==> config.mk <==
export PLATFORM = sky130hd
export DESIGN_NAME = ra_div
export DESIGN_NICKNAME = d
export VERILOG_FILES = /design/src/sv/ra_pkg.sv /design/src/sv/ra_div.sv
export SDC_FILE = /design/constraint.sdc
export NUM_CORES = 1
export LEC_CHECK = 0
export BUFFER_PORTS_ARGS = -buffer_cell sky130_fd_sc_hd__buf_4
export CAP_MARGIN = 40
export CORE_AREA = 3 3 232 189
export CTS_CLUSTER_SIZE = 16
export DETAILED_ROUTE_END_ITERATION = 6
export DIE_AREA = 0 0 235 192
export PLACE_DENSITY_LB_ADDON = 0.2
export RECOVER_POWER = 100
export SETUP_SLACK_MARGIN = 0.05
export SYNTH_ARGS = -nofsm -noshare
export SYNTH_HDL_FRONTEND = slang
export SYNTH_SLANG_ARGS = --single-unit
==> constraint.sdc <==
create_clock -name clk -period 7.5 [get_ports clk]
set_input_delay 0.375 -clock clk [delete_from_list [all_inputs] [get_ports clk]]
set_output_delay 0.375 -clock clk [all_outputs]
set_load 0.02 [all_outputs]
==> src/sv/ra_pkg.sv <==
package ra_pkg;

    localparam int VALUE_WIDTH_DEF = 32;

    // stream widths, fields packed from bit 0 and padded to bytes
    localparam int IN_W  = 72;
    localparam int OUT_W = 72;

    // internal arithmetic widths
    localparam int WIDE   = 64;   // magnitudes in gcd and divider
    localparam int PROD_W = 65;   // signed products and sums
    localparam int OPW    = 34;   // signed multiplier operands

    typedef enum logic [2:0] {
        MODE_LOAD = 3'd0,
        MODE_ADD  = 3'd1,
        MODE_SUB  = 3'd2,
        MODE_MUL  = 3'd3,
        MODE_DIV  = 3'd4
    } mode_t;

    typedef enum logic [1:0] {
        ERR_NONE = 2'd0,
        ERR_ZERO = 2'd1,
        ERR_OVF  = 2'd2
    } err_t;

    localparam logic [1:0] CMP_EQ = 2'b00;
    localparam logic [1:0] CMP_GT = 2'b01;
    localparam logic [1:0] CMP_LT = 2'b11;

    typedef enum logic [8:0] {
        S_IDLE      = 9'b000000001,
        S_RED_START = 9'b000000010,
        S_GCD       = 9'b000000100,
        S_DIV_N     = 9'b000001000,
        S_DIV_D     = 9'b000010000,
        S_RED_END   = 9'b000100000,
        S_MUL       = 9'b001000000,
        S_SEL       = 9'b010000000,
        S_DONE      = 9'b100000000
    } state_t;

endpackage

==> src/sv/ra_div.sv <==
// Restoring unsigned divider, one quotient bit per cycle.
module ra_div
(
    input  logic                    clk,
    input  logic                    rst_n,
    input  logic                    start,
    input  logic [ra_pkg::WIDE-1:0] dividend,
    input  logic [ra_pkg::WIDE-1:0] divisor,
    output logic                    done,
    output logic [ra_pkg::WIDE-1:0] quotient
);
    import ra_pkg::*;

    localparam int CW = $clog2(WIDE);

    logic [WIDE:0]   rem_reg;
    logic [WIDE-1:0] quo_reg;
    logic [WIDE-1:0] dsr_reg;
    logic [CW-1:0]   cnt_reg;
    logic            busy_reg;
    logic            done_reg;
    logic [WIDE:0]   rem_sh;
    logic            fits;

    assign rem_sh = {rem_reg[WIDE-1:0], quo_reg[WIDE-1]};
    assign fits   = rem_sh >= {1'b0, dsr_reg};

    always_ff @(posedge clk or negedge rst_n)
    begin
        if (!rst_n)
        begin
            busy_reg <= 1'b0;
            done_reg <= 1'b0;
            cnt_reg  <= '0;
        end
        else
        begin
            done_reg <= 1'b0;
            if (start)
            begin
                busy_reg <= 1'b1;
                cnt_reg  <= '0;
            end
            else if (busy_reg)
            begin
                cnt_reg <= cnt_reg + CW'(1);
                if (cnt_reg == CW'(WIDE - 1))
                begin
                    busy_reg <= 1'b0;
                    done_reg <= 1'b1;
                end
            end
        end
    end

    always_ff @(posedge clk)
    begin
        if (start)
        begin
            rem_reg <= '0;
            quo_reg <= dividend;
            dsr_reg <= divisor;
        end
        else if (busy_reg)
        begin
            rem_reg <= fits ? (rem_sh - {1'b0, dsr_reg}) : rem_sh;
            quo_reg <= {quo_reg[WIDE-2:0], fits};
        end
    end

    assign done     = done_reg;
    assign quotient = quo_reg;

endmodule

### Word-level counts from Yosys, hierarchy flattened

Index checks and enable logic that the tools add are counted.

* reduce and logical (&&, ||, !) cells: 1
* magnitude comparators: 1
* add/subtract/negate cells: 2
* multiplexer cells: 11
* equality and inequality tests: 1

Operators by type and width (count)
* 64-bit 2-to-1 mux: 3
* 65-bit by 64-bit >= comparator with 1-bit output: 1
* 64-bit subtractor: 1
* 6-bit 2-to-1 mux: 2
* 6-bit by 1-bit adder with 6-bit output, second input constant: 1
* 6-bit == test, second input constant: 1
* 1-bit 2-to-1 mux: 6
* 2-bit nonzero test: 1

* word-level logic and storage cells: 22
* input port bits: 131
* flip-flop bits (word level): 200
* output and inout bits: 65

### Logic depth before layout (Yosys ltp)

* depth in word-level cells: 4
* gate-level depth with buffers: 15
* depth with buffers taken out: 13

### Worst setup path after synthesis

No wires, ideal clock.

* kind: register -> register
* from: reg dsr_reg[20]
* to: reg quo_reg[0] (netlist: quotient[0]) (data pin)
* buffers on the path: 2
* setup time: 0.260 ns
* arrival: 3.194 ns
* stages on the path, launching flop included: 15
* clock period less this slack: 3.454 ns
* required time: 7.240 ns
* path slack: 4.046 ns
* path through: edfxtp_1 -> inv_1 -> ha_1 -> clkbuf_1 -> a21oi_1 -> o21ai_0 -> a221oi_1 -> o21ai_0 -> a211o_1 -> o211ai_2 -> a2111oi_4 -> o31ai_4 -> buf_2 -> nand2_1 -> mux2_2

* word-level cells in the longest chain between the ends: 3

RTL lines
* start: declaration: line ra_div.sv:18 `logic [WIDE-1:0] dsr_reg;`
* start signal: assignment: line ra_div.sv:62 `dsr_reg <= divisor;`
* 65-bit by 64-bit >= comparator with 1-bit output: line ra_div.sv:26 `assign fits = rem_sh >= {1'b0, dsr_reg};`
* 64-bit 2-to-1 mux: line ra_div.sv:64 `else if (busy_reg)`
* 64-bit 2-to-1 mux: line ra_div.sv:58 `if (start)`
* end signal: assignment: line ra_div.sv:61 `quo_reg <= dividend;`
* end signal: assignment: line ra_div.sv:67 `quo_reg <= {quo_reg[WIDE-2:0], fits};`
* end: declaration: line ra_div.sv:17 `logic [WIDE-1:0] quo_reg;`

No other way between the ends. The select of a mux whose other input is x is not followed.
A chain may end at the register's enable or synchronous reset.

### Worst setup path after layout

* from: reg dsr_reg[20]
* to: reg rem_reg[11]

* word-level cells in the longest chain between the ends: 2

RTL lines
* 65-bit by 64-bit >= comparator with 1-bit output: line ra_div.sv:26
* 64-bit 2-to-1 mux: line ra_div.sv:66 `rem_reg <= fits ? (rem_sh - {1'b0, dsr_reg}) : rem_sh;`
* end signal: assignment: line ra_div.sv:66
* end: declaration: line ra_div.sv:16 `logic [WIDE:0] rem_reg;`

No other way between the ends.

==> reports/metrics.csv <==
stage;metric;value;unit
status;outcome;complete, but fails checks;
status;violations;max-capacitance violations, max-slew violations;
yosys;async_flop_share;0.0400;
routing;first_pass_iters;5;
pwr;p_leak;5.96;nW
timing;fmax;178;MHz
layout;drive_above_1_share;0.167;
placed_design;hpwl;26.9;mm
yosys;yosys_warnings;0;
clock_tree;cts_root_buf;clkbuf_16;
yosys;synth_flop_cell;edfxtp_1;
setup_path;cp-end-kind;register;
layout;n_antenna_cell;0;
grt;grt_pass1_vias;10275;
routing;num_vias;10428;
layout;nNetsFinal;1636;
yosys;syn-num-nets;1499;
routing;ant_nets;0;
die;core_area;0.0417;sq mm
min_path;hold_class;in2reg;
setup_path;rrSetupSlack;1.87;ns
flow_run;maxCapViolations;4;
yosys;netlist_instances;1302;
grt;overflow;0;
die;rows;67;
timing;maxSlewViolCount;153;
timing;max_slew_margin;-1.09;
timing;skew;0.0119;ns
routing;route.detailed.drc;0;
layout;final_cell_mix;edfxtp_1, nor2_1, inv_1;
pwr;power_density;337;mW/mm^2
clock_tree;worst_skew_pair.late_latency;0.47;ns
yosys;synth-seq-cells;200;
timing;setup_viol;0;
timing;tns;0;ns
placed_design;gp_congestion;0.835;
timing;tightest_slew;3.13;ns
setup_path;critPathMaxFanout;52;
die;die_y;192;microns
timing;rsz0062_at_grt;false;
routing;routed_wl;36.6;mm
layout;fin_util;0.351;
layout;areaGrowthSynthToFinish;17.3;%
die;die_w;235;microns
clock_tree;path_clk_slew;0.08;ns
grt;grt_antenna_before_repair;0;
yosys;yosysUniqueCellTypes;73;
yosys;synth-edff-count;128;
routing;drt_iter0_drc;665;
die;initial_core_util;0.299;
clock_tree;hold_buffers;1;
clock_tree;cts-resized-gates;0;
routing;routedWlPerCell;18.2;microns
die;design.die.area;0.0451;sq mm
routing;viasPerCell;5.20;
layout;layout_commonest_cell;edfxtp_1;
placed_design;portBuffers;195;
grt;grt_max_degree;68;
setup_path;cp.required;7.85;ns
clock_tree;cts_setup_buffers;0;
clock_tree;htreeDepth;4;
yosys;ys_seq_area_frac;0.428;
setup_path;cp-start-kind;register;
placed_design;place_ws;3.02;ns
timing;hold_violations;0;
timing;finalCritPeriodShare;0.751;
grt;grt_first_pass_wirelength;58.8;mm
pwr;peakVddDrop;0.248;mV
yosys;mappedNetlistArea;0.0125;sq mm
yosys;avgSynthCellArea;9.57;sq um
clock_tree;cts.sinks;200;
clock_tree;clock_path_buffers;2;
timing;period_minus_slack;5.63;ns
die;ios;196;
setup_path;worst-setup-path-type;reg2reg;
grt;grt_usage;0.163;
timing;layout_setup_ws;1.87;ns
setup_path;arrival;5.98;ns
clock_tree;cts_tree;yes;
clock_tree;cts_buffers;17;
routing by layer:
metal / vias up / track usage / part of all wire
li1: 5132 / - / -
met1: 4990 / 0.235 / 0.50
met2: 282 / 0.238 / 0.42
met3: 24 / 0.0487 / 0.065
met4: 0 / 0.0402 / 0.013
met5: - / 0 / 0
stage by stage:
| stage | instances | hold slack [ns] | power [mW] | instance area [sq um] |
|---|---|---|---|---|
| after floorplan | 1302 | 0.0794 | 3.32 | 12500 |
| after global placement | 1971 | 0.203 | 3.96 | 14300 |
| after detailed placement | 1971 | 0.203 | 3.97 | 14300 |
| after CTS | 2004 | 0.0393 | 5.01 | 15000 |
| after global routing | 2004 | 0.0648 | 5.31 | 14600 |
| final | 2004 | 0.0959 | 4.92 | 14600 |
path summary, 6_finish.rpt:
path,start,to,cells past startpoint
max in group asynchronous,rst_n,busy_reg$_DFF_PN0_,2
setup reg to reg,dsr_reg[20]$_DFFE_PP_,rem_reg[11]$_SDFFE_PP0P_,13
min in group asynchronous,rst_n,done$_DFF_PN0_,2
hold reg to reg,rem_reg[19]$_SDFFE_PP0P_,rem_reg[19]$_SDFFE_PP0P_,2
setup / recovery,dsr_reg[20]$_DFFE_PP_,rem_reg[11]$_SDFFE_PP0P_,13
hold / removal,divisor[49],dsr_reg[49]$_DFFE_PP_,1
synthesized netlist by cell type (49+ instances only):
master,number,share of area
clkbuf_1,60,0.018
inv_1,91,0.027
mux2_2,65,0.059
nand3_1,73,0.029
o21ai_1,49,0.020
a311oi_1,51,0.036
edfxtp_1,128,0.31
o21ai_0,53,0.021
dfxtp_1,64,0.10
nor2_1,121,0.036
a21oi_1,84,0.034
nand2_1,55,0.017
ha_1,65,0.065
cell type report:
type	count	area [sq um]
repair buffers	207	1280
well taps	552	691
multi-input cells	922	6340
flip-flops and latches	200	5330
inverters	91	342
fillers	4387	27000
clock buffers	17	425
clock inverters	15	208
power by group:
group	internal [mW]	leakage [nW]	total, mW	switching (mW)
clock network	0.513	0.308	1.01	0.498
registers	1.40	1.93	1.56	0.161
logic	0.914	3.72	2.35	1.43
total	2.83	5.96	4.92	2.09
cell families after synthesis:
logic type / after synthesis / synth area share
AOI/OAI and AO/OA: 380 / 0.210
xor gates and xnor gates: 60 / 0.0422
adders and majority gates: 66 / 0.0669
buffers and inverters: 180 / 0.0607
DFF: 200 / 0.428
muxes: 66 / 0.0596
and+or+nand+nor: 350 / 0.134
critical path, stage by stage, from the launching register on:
cell and delay (ns):
edfxtp_1 0.32, inv_1 0.04, ha_1 0.37, a21oi_1 0.26, o21ai_0 0.13, a221oi_1 0.39, o21ai_0 0.20, a211o_1 0.37
o211ai_1 0.27, a2111oi_0 0.21, o31ai_1 1.69, buf_4 0.71, a211oi_1 0.17, a2111oi_0 0.35
(Power assumes the default switching activity.)
